<file path="src/rtl/dqnp_pkg.sv">
// ----------------------------------------------------------------------------
// DNS question name parser package
// Shared constants, parser phase codes and the queue entry type.
// ----------------------------------------------------------------------------
package dqnp_pkg;

  localparam int NAME_LIMIT_DEF  = 255;
  localparam int QUEUE_DEPTH_DEF = 4;
  localparam int HEADER_BYTES    = 12;

  localparam logic [7:0] DOT_CHAR = 8'h2E;

  localparam logic KIND_CHAR    = 1'b0;
  localparam logic KIND_SUMMARY = 1'b1;

  typedef enum logic [5:0] {
    PH_HEADER  = 6'b000001,
    PH_LEN     = 6'b000010,
    PH_LABEL   = 6'b000100,
    PH_TYPE_HI = 6'b001000,
    PH_TYPE_LO = 6'b010000,
    PH_DONE    = 6'b100000
  } dqnp_phase_t;

  typedef struct packed {
    logic        has_char;
    logic [7:0]  name_char;
    logic        has_sum;
    logic        type_valid;
    logic [15:0] query_type;
    logic [7:0]  name_length;
    logic        name_truncated;
  } dqnp_op_t;

endpackage

</file>
<file path="src/rtl/dqnp_if.sv">
// ----------------------------------------------------------------------------
// DNS question name parser channels
// Valid/ready channels for message bytes and for parser results.
// ----------------------------------------------------------------------------
interface dqnp_in_if;
  logic       valid;
  logic       ready;
  logic [7:0] msg_byte;
  logic       msg_last;

  modport source (output valid, output msg_byte, output msg_last, input ready);
  modport sink   (input valid, input msg_byte, input msg_last, output ready);
endinterface

interface dqnp_out_if;
  logic        valid;
  logic        ready;
  logic        kind;
  logic [7:0]  name_char;
  logic [15:0] query_type;
  logic        type_valid;
  logic [7:0]  name_length;
  logic        name_truncated;
  logic        run_last;

  modport source (output valid, output kind, output name_char, output query_type,
                  output type_valid, output name_length, output name_truncated,
                  output run_last, input ready);
  modport sink   (input valid, input kind, input name_char, input query_type,
                  input type_valid, input name_length, input name_truncated,
                  input run_last, output ready);
endinterface

</file>
<file path="src/rtl/dqnp_front.sv">
// ----------------------------------------------------------------------------
// DNS question name parser front end
// Accepts message bytes, tracks the parse phase and queues the results of
// each byte as one entry.
// ----------------------------------------------------------------------------
module dqnp_front #(
  parameter int NAME_LIMIT = dqnp_pkg::NAME_LIMIT_DEF
) (
  input  logic              clk,
  input  logic              rst_n,
  dqnp_in_if.sink           in_if,
  output logic              push_valid,
  output dqnp_pkg::dqnp_op_t push_op,
  input  logic              queue_full
);
  import dqnp_pkg::*;

  dqnp_phase_t phase_r, phase_nxt;
  logic [3:0]  header_count_r, header_count_nxt;
  logic [7:0]  label_remaining_r, label_remaining_nxt;
  logic        first_label_r, first_label_nxt;
  logic [7:0]  type_high_r, type_high_nxt;
  logic [7:0]  emitted_r, emitted_nxt;
  logic        overflow_r, overflow_nxt;

  logic        accept;
  logic        want_char;
  logic [7:0]  char_cand;
  logic        char_en;
  logic        sum_en;
  logic        sum_type_valid;
  logic [15:0] sum_type;

  assign in_if.ready = !queue_full;
  assign accept      = in_if.valid && in_if.ready;

  always_comb begin
    phase_nxt           = phase_r;
    header_count_nxt    = header_count_r;
    label_remaining_nxt = label_remaining_r;
    first_label_nxt     = first_label_r;
    type_high_nxt       = type_high_r;
    emitted_nxt         = emitted_r;
    overflow_nxt        = overflow_r;
    want_char           = 1'b0;
    char_cand           = in_if.msg_byte;
    char_en             = 1'b0;
    sum_en              = 1'b0;
    sum_type_valid      = 1'b0;
    sum_type            = '0;

    unique case (phase_r)
      PH_HEADER: begin
        header_count_nxt = header_count_r + 4'd1;
        if (header_count_nxt >= 4'(HEADER_BYTES)) phase_nxt = PH_LEN;
      end
      PH_LEN: begin
        if (in_if.msg_byte == 8'd0) begin
          phase_nxt = PH_TYPE_HI;
        end else begin
          want_char           = !first_label_r;
          char_cand           = DOT_CHAR;
          first_label_nxt     = 1'b0;
          label_remaining_nxt = in_if.msg_byte;
          phase_nxt           = PH_LABEL;
        end
      end
      PH_LABEL: begin
        want_char           = 1'b1;
        label_remaining_nxt = label_remaining_r - 8'd1;
        if (label_remaining_nxt == 8'd0) phase_nxt = PH_LEN;
      end
      PH_TYPE_HI: begin
        type_high_nxt = in_if.msg_byte;
        phase_nxt     = PH_TYPE_LO;
      end
      PH_TYPE_LO: begin
        sum_en         = 1'b1;
        sum_type_valid = 1'b1;
        sum_type       = {type_high_r, in_if.msg_byte};
        phase_nxt      = PH_DONE;
      end
      PH_DONE: begin
        phase_nxt = PH_DONE;
      end
      default: begin
        phase_nxt = PH_DONE;
      end
    endcase

    if (want_char) begin
      if (emitted_r >= 8'(NAME_LIMIT)) begin
        overflow_nxt = 1'b1;
      end else begin
        emitted_nxt = emitted_r + 8'd1;
        char_en     = 1'b1;
      end
    end

    if (in_if.msg_last && phase_r != PH_TYPE_LO && phase_r != PH_DONE) sum_en = 1'b1;
  end

  assign push_valid             = accept && (char_en || sum_en);
  assign push_op.has_char       = char_en;
  assign push_op.name_char      = char_cand;
  assign push_op.has_sum        = sum_en;
  assign push_op.type_valid     = sum_type_valid;
  assign push_op.query_type     = sum_type;
  assign push_op.name_length    = emitted_nxt;
  assign push_op.name_truncated = overflow_nxt;

  always_ff @(posedge clk) begin
    if (!rst_n || (accept && in_if.msg_last)) begin
      phase_r           <= PH_HEADER;
      header_count_r    <= '0;
      label_remaining_r <= '0;
      first_label_r     <= 1'b1;
      type_high_r       <= '0;
      emitted_r         <= '0;
      overflow_r        <= 1'b0;
    end else if (accept) begin
      phase_r           <= phase_nxt;
      header_count_r    <= header_count_nxt;
      label_remaining_r <= label_remaining_nxt;
      first_label_r     <= first_label_nxt;
      type_high_r       <= type_high_nxt;
      emitted_r         <= emitted_nxt;
      overflow_r        <= overflow_nxt;
    end
  end

endmodule

</file>
<file path="src/rtl/dqnp_queue.sv">
// ----------------------------------------------------------------------------
// DNS question name parser queue
// Short FIFO of result entries between the front and back ends.
// ----------------------------------------------------------------------------
module dqnp_queue #(
  parameter int DEPTH = dqnp_pkg::QUEUE_DEPTH_DEF
) (
  input  logic               clk,
  input  logic               rst_n,
  input  logic               push_valid,
  input  dqnp_pkg::dqnp_op_t push_op,
  output logic               full,
  input  logic               pop,
  output logic               head_valid,
  output dqnp_pkg::dqnp_op_t head_op
);
  import dqnp_pkg::*;

  localparam int PTR_W = $clog2(DEPTH);
  localparam int CNT_W = $clog2(DEPTH + 1);

  dqnp_op_t            entries_r [DEPTH];
  logic [PTR_W-1:0]    wr_ptr_r, wr_ptr_nxt;
  logic [PTR_W-1:0]    rd_ptr_r, rd_ptr_nxt;
  logic [CNT_W-1:0]    count_r, count_nxt;
  logic                do_pop;

  assign full       = count_r == CNT_W'(DEPTH);
  assign head_valid = count_r != '0;
  assign head_op    = entries_r[rd_ptr_r];
  assign do_pop     = pop && head_valid;

  always_comb begin
    wr_ptr_nxt = wr_ptr_r;
    rd_ptr_nxt = rd_ptr_r;
    count_nxt  = count_r;
    if (push_valid) begin
      wr_ptr_nxt = (wr_ptr_r == PTR_W'(DEPTH - 1)) ? '0 : wr_ptr_r + PTR_W'(1);
    end
    if (do_pop) begin
      rd_ptr_nxt = (rd_ptr_r == PTR_W'(DEPTH - 1)) ? '0 : rd_ptr_r + PTR_W'(1);
    end
    if (push_valid && !do_pop) count_nxt = count_r + CNT_W'(1);
    else if (!push_valid && do_pop) count_nxt = count_r - CNT_W'(1);
  end

  always_ff @(posedge clk) begin
    if (!rst_n) begin
      wr_ptr_r <= '0;
      rd_ptr_r <= '0;
      count_r  <= '0;
    end else begin
      wr_ptr_r <= wr_ptr_nxt;
      rd_ptr_r <= rd_ptr_nxt;
      count_r  <= count_nxt;
    end
  end

  always_ff @(posedge clk) begin
    if (push_valid) entries_r[wr_ptr_r] <= push_op;
  end

endmodule

</file>
<file path="src/rtl/dqnp_back.sv">
// ----------------------------------------------------------------------------
// DNS question name parser back end
// Splits each queue entry into its character and summary results and holds
// them in the output register until taken.
// ----------------------------------------------------------------------------
module dqnp_back (
  input  logic               clk,
  input  logic               rst_n,
  input  logic               head_valid,
  input  dqnp_pkg::dqnp_op_t head_op,
  output logic               pop,
  dqnp_out_if.source         out_if
);
  import dqnp_pkg::*;

  logic        out_valid_r;
  logic        kind_r;
  logic [7:0]  name_char_r;
  logic [15:0] query_type_r;
  logic        type_valid_r;
  logic [7:0]  name_length_r;
  logic        name_truncated_r;
  logic        run_last_r;
  logic        char_done_r, char_done_nxt;

  logic slot_free;
  logic load;
  logic send_char;

  assign slot_free = !out_valid_r || out_if.ready;
  assign load      = slot_free && head_valid;
  assign send_char = head_op.has_char && !char_done_r;
  assign pop       = load && (!send_char || !head_op.has_sum);

  always_comb begin
    char_done_nxt = char_done_r;
    if (load) char_done_nxt = send_char && head_op.has_sum;
  end

  always_ff @(posedge clk) begin
    if (!rst_n) begin
      out_valid_r <= 1'b0;
      char_done_r <= 1'b0;
    end else begin
      if (slot_free) out_valid_r <= head_valid;
      char_done_r <= char_done_nxt;
    end
  end

  always_ff @(posedge clk) begin
    if (load) begin
      if (send_char) begin
        kind_r           <= KIND_CHAR;
        name_char_r      <= head_op.name_char;
        query_type_r     <= '0;
        type_valid_r     <= 1'b0;
        name_length_r    <= '0;
        name_truncated_r <= 1'b0;
        run_last_r       <= !head_op.has_sum;
      end else begin
        kind_r           <= KIND_SUMMARY;
        name_char_r      <= '0;
        query_type_r     <= head_op.query_type;
        type_valid_r     <= head_op.type_valid;
        name_length_r    <= head_op.name_length;
        name_truncated_r <= head_op.name_truncated;
        run_last_r       <= 1'b1;
      end
    end
  end

  assign out_if.valid          = out_valid_r;
  assign out_if.kind           = kind_r;
  assign out_if.name_char      = name_char_r;
  assign out_if.query_type     = query_type_r;
  assign out_if.type_valid     = type_valid_r;
  assign out_if.name_length    = name_length_r;
  assign out_if.name_truncated = name_truncated_r;
  assign out_if.run_last       = run_last_r;

endmodule

</file>
<file path="src/rtl/dns_question_name_parser.sv">
// ----------------------------------------------------------------------------
// DNS question name parser
// Feed one message byte per beat on in_if with msg_last on the final byte.
// The 12-byte header is skipped, the first question name is emitted on
// out_if one character per beat (dots between labels), then one summary
// beat carries the query type, type_valid, name length and truncation flag.
// A message that ends before both type bytes gets a summary with
// type_valid low on its final byte; trailing bytes give no beats.
// run_last marks the last beat caused by an input byte.
// A result is held in the queue and then in the output register before it is shown.
// Throughput: one byte per cycle while the queue has room; a byte that gives
// a character and a summary beat is absorbed by the QUEUE_DEPTH-entry queue.
// Reset clears the parse state, the queue and the output register.
// When out_if stalls the output register holds; once the queue is full
// in_if.ready drops until the back end pops an entry.
// ----------------------------------------------------------------------------
module dns_question_name_parser #(
  parameter int NAME_LIMIT  = dqnp_pkg::NAME_LIMIT_DEF,
  parameter int QUEUE_DEPTH = dqnp_pkg::QUEUE_DEPTH_DEF
) (
  input  logic       clk,
  input  logic       rst_n,
  dqnp_in_if.sink    in_if,
  dqnp_out_if.source out_if
);
  import dqnp_pkg::*;

  logic     push_valid;
  dqnp_op_t push_op;
  logic     queue_full;
  logic     pop;
  logic     head_valid;
  dqnp_op_t head_op;

  dqnp_front #(
    .NAME_LIMIT(NAME_LIMIT)
  ) u_front (
    .clk        (clk),
    .rst_n      (rst_n),
    .in_if      (in_if),
    .push_valid (push_valid),
    .push_op    (push_op),
    .queue_full (queue_full)
  );

  dqnp_queue #(
    .DEPTH(QUEUE_DEPTH)
  ) u_queue (
    .clk        (clk),
    .rst_n      (rst_n),
    .push_valid (push_valid),
    .push_op    (push_op),
    .full       (queue_full),
    .pop        (pop),
    .head_valid (head_valid),
    .head_op    (head_op)
  );

  dqnp_back u_back (
    .clk        (clk),
    .rst_n      (rst_n),
    .head_valid (head_valid),
    .head_op    (head_op),
    .pop        (pop),
    .out_if     (out_if)
  );

  a_push_not_full: assert property (@(posedge clk) disable iff (!rst_n)
    push_valid |-> !queue_full)
    else $error("queue written while full");

  a_summary_ends_run: assert property (@(posedge clk) disable iff (!rst_n)
    out_if.valid && out_if.kind == KIND_SUMMARY |-> out_if.run_last)
    else $error("summary beat without run_last");

  a_char_fields_clear: assert property (@(posedge clk) disable iff (!rst_n)
    out_if.valid && out_if.kind == KIND_CHAR |->
      !out_if.type_valid && out_if.name_length == 8'd0 && !out_if.name_truncated)
    else $error("character beat carries summary fields");

  a_invalid_type_zero: assert property (@(posedge clk) disable iff (!rst_n)
    out_if.valid && out_if.kind == KIND_SUMMARY && !out_if.type_valid |->
      out_if.query_type == 16'd0)
    else $error("query type set without type_valid");

  a_pop_has_head: assert property (@(posedge clk) disable iff (!rst_n)
    pop |-> head_valid)
    else $error("queue popped while empty");

endmodule

</file>
<file path="src/flat_wrapper.sv">
// flat-port wrapper written by rule: the top's interface ports become plain ports
module dns_question_name_parser_flat import dqnp_pkg::*;
#(
  parameter int NAME_LIMIT  = dqnp_pkg::NAME_LIMIT_DEF,
  parameter int QUEUE_DEPTH = dqnp_pkg::QUEUE_DEPTH_DEF
)
  (clk, rst_n, in_if_valid, in_if_msg_byte, in_if_msg_last, in_if_ready, out_if_valid, out_if_kind, out_if_name_char, out_if_query_type, out_if_type_valid, out_if_name_length, out_if_name_truncated, out_if_run_last, out_if_ready);
  dqnp_in_if in_if_i ();
  dqnp_out_if out_if_i ();
  input  logic clk;
  input  logic rst_n;
  input wire logic [$bits(in_if_i.valid)-1:0] in_if_valid;
  input wire logic [$bits(in_if_i.msg_byte)-1:0] in_if_msg_byte;
  input wire logic [$bits(in_if_i.msg_last)-1:0] in_if_msg_last;
  output wire logic [$bits(in_if_i.ready)-1:0] in_if_ready;
  output wire logic [$bits(out_if_i.valid)-1:0] out_if_valid;
  output wire logic [$bits(out_if_i.kind)-1:0] out_if_kind;
  output wire logic [$bits(out_if_i.name_char)-1:0] out_if_name_char;
  output wire logic [$bits(out_if_i.query_type)-1:0] out_if_query_type;
  output wire logic [$bits(out_if_i.type_valid)-1:0] out_if_type_valid;
  output wire logic [$bits(out_if_i.name_length)-1:0] out_if_name_length;
  output wire logic [$bits(out_if_i.name_truncated)-1:0] out_if_name_truncated;
  output wire logic [$bits(out_if_i.run_last)-1:0] out_if_run_last;
  input wire logic [$bits(out_if_i.ready)-1:0] out_if_ready;
  assign in_if_i.valid = in_if_valid;
  assign in_if_i.msg_byte = in_if_msg_byte;
  assign in_if_i.msg_last = in_if_msg_last;
  assign in_if_ready = in_if_i.ready;
  assign out_if_valid = out_if_i.valid;
  assign out_if_kind = out_if_i.kind;
  assign out_if_name_char = out_if_i.name_char;
  assign out_if_query_type = out_if_i.query_type;
  assign out_if_type_valid = out_if_i.type_valid;
  assign out_if_name_length = out_if_i.name_length;
  assign out_if_name_truncated = out_if_i.name_truncated;
  assign out_if_run_last = out_if_i.run_last;
  assign out_if_i.ready = out_if_ready;
  dns_question_name_parser #(.NAME_LIMIT(NAME_LIMIT), .QUEUE_DEPTH(QUEUE_DEPTH)) u_core (.clk(clk), .rst_n(rst_n), .in_if(in_if_i), .out_if(out_if_i));
endmodule
</file>
<file path="config.mk">
export PLATFORM = sky130hd
export DESIGN_NAME = dns_question_name_parser_flat
export DESIGN_NICKNAME = d
export VERILOG_FILES = /design/src/rtl/dqnp_pkg.sv /design/src/rtl/dqnp_if.sv /design/src/rtl/dqnp_front.sv /design/src/rtl/dqnp_queue.sv /design/src/rtl/dqnp_back.sv /design/src/rtl/dns_question_name_parser.sv /design/src/flat_wrapper.sv
export SDC_FILE = /design/constraint.sdc
export NUM_CORES = 1
export LEC_CHECK = 0
export BUFFER_PORTS_ARGS = -buffer_cell sky130_fd_sc_hd__buf_2
export CAP_MARGIN = 20
export CORE_UTILIZATION = 50
export CTS_CLUSTER_DIAMETER = 40
export CTS_CLUSTER_SIZE = 10
export DETAILED_ROUTE_END_ITERATION = 7
export GPL_TIMING_DRIVEN = 0
export MAX_ROUTING_LAYER = met4
export PLACE_DENSITY = 0.74
export REMOVE_ABC_BUFFERS = 1
export SYNTH_ARGS = -nofsm -noshare
export SYNTH_HDL_FRONTEND = slang
export SYNTH_SLANG_ARGS = --single-unit
export TNS_END_PERCENT = 100
</file>
<file path="constraint.sdc">
create_clock -name clk -period 8 [get_ports clk]
set_clock_uncertainty 0.2 [all_clocks]
set_input_delay 0.4 -clock clk [delete_from_list [all_inputs] [get_ports clk]]
set_output_delay 0.4 -clock clk [all_outputs]
set_load 0.01 [all_outputs]
</file>
### Yosys cells after proc, flatten, opt, wreduce, memory -nomap -nowiden

Memory sizes are Yosys's and may differ from the RTL's. A register that Yosys moved wholly into a read port is not among the register bits.
Cells that the tools add are included.

* flip-flop bits (word level): 81
* memory bits (writable): 144
* input port bits: 13
* output and inout bits: 38
* memories: 1

Memory list
* u_core.u_queue.entries_r: depth 4, bits a word 36, rd ports 1, clocked after memory_dff 1, wr ports 1, line dqnp_queue.sv:22 `dqnp_op_t entries_r [DEPTH];`

* $add $sub $neg: 7
* order comparisons: 2
* eq/ne operators: 13
* multiplexer cells: 28
* bitwise gates (word level): 1
* reductions and logical operators: 35

Operators with widths (count)
* $mux W8: 5
* $pmux W6 S4: 1
* $logic_not A8 Y1: 2
* $mux W16: 1
* $pmux W8 S2: 1
* $logic_and A1 B1 Y1: 12
* $mux W6: 2
* $mux W1: 10
* $logic_not A1 Y1: 9
* $reduce_and A3 Y1: 3
* $add A8 B1 Y8 const B: 1
* $ge A8 B8 Y1 const B: 1
* $mux W2: 4
* $sub A8 B1 Y8 const B: 1
* $eq A6 B1 Y1 const B: 1
* $eq A6 B2 Y1 const B: 1
* $eq A6 B3 Y1 const B: 1
* $eq A6 B4 Y1 const B: 1
* $eq A6 B5 Y1 const B: 1
* $mux W3: 2
* $ne A2 B2 Y1 const B: 3
* $ne A6 B5 Y1 const B: 1
* $ne A6 B6 Y1 const B: 1
* $add A2 B1 Y2 const B: 2
* 13 further kinds: 19

### Depth between registers and ports, before layout

* word-level depth: 10
* mapped depth: 13
* depth with buffers taken out: 11

### Cells and area by module

A second synthesis with hierarchy kept.

* cell total of the unflattened synthesis: 626
* area total of the unflattened synthesis: 9544.2 sq um

Modules (own cells, without submodules)
* dqnp_queue: instances 1, cells an instance 234, area an instance 5708.0 sq um
* dqnp_front: instances 1, cells an instance 305, area an instance 2354.8 sq um
* dqnp_back: instances 1, cells an instance 87, area an instance 1481.4 sq um

### Worst setup path after synthesis

No wires, ideal clock.

* path kind: flip-flop to flip-flop
* start point: reg u_core.u_queue.count_r[0]
* end point: reg u_core.u_queue.count_r[2]
* setup time: 70 ps
* data arrival time: 3639 ps
* required time: 7730 ps
* setup slack: 4091 ps
* stages on the path, launching flop included: 10
* buffers on the path: 0
* period minus slack after synthesis: 3909 ps
* cell sequence: dfxtp_1 > nor3_1 > a21oi_1 > a21bo_2 > ha_1 > inv_1 > fa_1 > xor2_1 > or3_1 > a21oi_1

* longest elaborated chain between the ends: 7

Ends and longest elaborated chain
* start: declaration: line dqnp_queue.sv:25 `logic [CNT_W-1:0] count_r, count_nxt;`
* start signal: assignment: line dqnp_queue.sv:55 `count_r <= count_nxt;`
* $reduce_bool A3 Y1 *: line dqnp_queue.sv:29 `assign head_valid = count_r != '0;`
* $logic_and A1 B1 Y1 *: line dqnp_back.sv:31 `assign load = slot_free && head_valid;`
* via u_core.u_back.load: line dqnp_back.sv:27 `logic load;`
* $logic_and A1 B1 Y1 *: line dqnp_back.sv:33 `assign pop = load && (!send_char || !head_op.has_sum);`
* $logic_and A1 B1 Y1 *: line dqnp_queue.sv:31 `assign do_pop = pop && head_valid;`
* $logic_not A1 Y1: line dqnp_queue.sv:43 `if (push_valid && !do_pop) count_nxt = count_r + CNT_W'(1);`
* $logic_and A1 B1 Y1: line dqnp_queue.sv:43
* $mux W3 / $reduce_bool A2 Y1 (equally long branches)

The timed path passes the listed nets; every way through them passes the cells marked *. The select of a mux whose other input is x is not followed.
A chain may end at the register's enable or synchronous reset.

==> results.ini <==
[timing]
relSlewSlack_pct = 31.2
fin_ws_ps = 4040
hold_viol = 0
slew_viol_final = 0
rsz0062_at_grt = no
period_share_pct = 49.5
setup_viol = 0
tightest_slew_ps = 1030
final.min_clock_period_ps = 3960
max_freq_mhz = 253
fin_setup_tns_ps = 0

[clock_tree]
insertion_delay_ps = 530
clock_path_buffers = 3
cts-htree-levels = 1
cts_resized = 0
tritoncts = built
cts_buffers = 30
cts_root_buf = clkbuf_16
cts_num_sinks = 227
clkTransAtPathRegs_ps = 50

[finish]
fin_area_sq_um = 10900
finalNetCount = 680
nFillCells = 1295
final_layout_size_suffix_gt1_share_pct = 23.1
fin_util_pct = 60.0
area_growth_pct = 17.0
diodes = 0

[die]
initial_core_util_pct = 51.3
ios = 51
dieArea_sq_um = 19100
die_y_microns = 138
core_sq_um = 18100
rows = 49
die_width_microns = 138

[setup_path]
crit_arrival_ps = 4210
critPathMaxFanout = 24
crit_type = register to register
crit_required_ps = 8260
end_kind = register
startpoint_type = register
rr_worst_depth = 10

[synthesis]
yosysMostFrequentCell = edfxtp_1
synth_area_sq_um = 9280
avgSynthCellArea_sq_um = 15.7
yosysTopAreaCell = edfxtp_1
yosysSeqAreaShare_pct = 68.4
synth_area_leaders = edfxtp_1 (58%), dfxtp_1 (10%), mux4_2 (8.7%)
synth-seq-cells = 227
ys.flop_type = edfxtp_1
synth_top_cell_area_share_pct = 58.3
ys_warn_count = 0
synth_edf_count = 180
yosysUniqueCellTypes = 58
synth_common_cells = edfxtp_1 (180), and2_1 (61), dfxtp_1 (47)
syn_inst = 592
async_flop_share_pct = 0

[drt]
via_per_inst = 5.71
wl_microns = 17200
drc_errors = 14
drtAntennaViolNets = 0
first_iter_violations = 336
wire_per_inst_microns = 18.9
vias = 5189
drtPass1Iterations = 7

[global_routing]
grt_pass1_vias = 5483
grt.overflow.total = 0
antenna_found_initial = 0
track_usage_pct = 18.9
grt_max_degree = 33
grt_pass1_wl_microns = 27800

[place]
dp_slack_ps = 4000
dp_hpwl_microns = 11000
io_buffer_count = 50
place_congestion = 0.874
placed_area_sq_um = 9860

[hold_path]
hold_class = primary input to register
min_path_cells = 4

[pwr]
peakVddDrop_mv = 0.236
leakagePower_nw = 3.78
power_density_nw_per_um2 = 313

[run_status]
violations = DRC
status = finished with violations

[job]
cap_violations = 0

[where the power goes]
part | total (W) | switching [W] | internal [W]
Clock | 0.00127 | 0.000457 | 0.000812
Sequential | 0.00153 | 0.0000715 | 0.00146
Combinational | 0.000594 | 0.000311 | 0.000283
Total | 0.00340 | 0.000839 | 0.00256
[cell type report]
cell class              count  area, sq um  area share [%]
clock inverters             6         87.6           0.807
multi-input cells         328         2770            25.5
inverters                   9         33.8           0.311
flip-flops and latches    227         6350            58.5
clock buffers              49          883            8.14
repair buffers             60          440            4.06
well taps                 229          287            2.64
[state kept, by name, summed over array words and instances (netlist names), 6 cells and up, named ones only]
| register | count |
|---|---|
| u_core.u_queue.entries_r | 144 |
| u_core.u_back.out_if.query_type | 16 |
| u_core.u_back.out_if.name_char | 8 |
| u_core.u_back.out_if.name_length | 8 |
| u_core.u_front.emitted_r | 8 |
| u_core.u_front.label_remaining_r | 8 |
| u_core.u_front.type_high_r | 8 |
| u_core.u_front.phase_r | 6 |
[layer usage]
layer  vias to the layer above  global-route usage [%]  routed length, microns
met5                         -                       -                       0
met4                         0                    6.09                     382
met3                        36                    2.77                     809
met2                       153                    32.3                    8720
met1                      2593                    23.4                    7250
li1                       2407                       -                       -
[critical path, stage by stage (launching register included)]
cell and delay [ps]:
dfxtp_1 370, nor4_1 520, nand3b_2 600, a21oi_4 520, o21a_1 320, ha_1 250
inv_1 70, fa_1 370, xor2_1 180, or3_1 330, a21oi_1 150
[stage by stage]
stage | power, W | instances | hold slack (ps)
after floorplan | 0.00192 | 564 | 216
after global placement | 0.00212 | 843 | 230
after detailed placement | 0.00217 | 851 | 238
after CTS | 0.00344 | 908 | 1.60
after global routing | 0.00353 | 908 | 20.9
final | 0.00340 | 908 | 13.0
[timing repair]
action	4_1_cts	5_1_grt
hold buffers	2	0
hold endpoints to repair	3	0
setup buffers	0	0
[final timing paths]
check                               startpoint                            to  slack [ps]
setup / recovery     u_core.u_front.phase_r[0]     u_core.u_queue.count_r[2]        4040
setup reg to reg     u_core.u_front.phase_r[0]     u_core.u_queue.count_r[2]        4040
hold / removal                    out_if_ready    u_core.u_back.out_if.valid          10
hold reg to reg   u_core.u_front.first_label_r  u_core.u_front.first_label_r         250
[logic make-up (layout without fill, tap and decap cells)]
kind of cell,after synthesis,after routing,synth area share (%)
xor+xnor,13,13,1.23
flops,227,227,68.4
fa+ha+maj,11,11,1.56
buf+inv,37,124,1.90
compound gates,79,79,6.28
mux,50,50,10.3
simple gates,175,175,10.4
[cells in the final DEF (no fill, tap or decap), types with 3 or more instances in the layout]
| cell | instances |
|---|---|
| a21oi_1 | 25 |
| a21oi_4 | 3 |
| a311oi_1 | 3 |
| a31oi_1 | 5 |
| and2_1 | 57 |
| and2_2 | 4 |
| and3_1 | 3 |
| buf_12 | 4 |
| buf_16 | 3 |
| buf_2 | 50 |
| clkbuf_1 | 14 |
| clkbuf_16 | 31 |
| clkbuf_8 | 4 |
| dfxtp_1 | 45 |
| edfxtp_1 | 180 |
| ha_1 | 10 |
| inv_1 | 9 |
| mux2i_1 | 13 |
| mux4_2 | 36 |
| nand2_1 | 27 |
| nand2b_1 | 4 |
| nand3_1 | 9 |
| nor2_1 | 33 |
| nor2b_1 | 4 |
| nor3_1 | 8 |
| nor4_1 | 7 |
| o211ai_1 | 6 |
| o21a_1 | 6 |
| o21ai_0 | 7 |
| o31ai_1 | 5 |
| or3_1 | 4 |
| xnor2_1 | 5 |
| xor2_1 | 8 |
No activity file was read; power rests on OpenSTA's default activity.
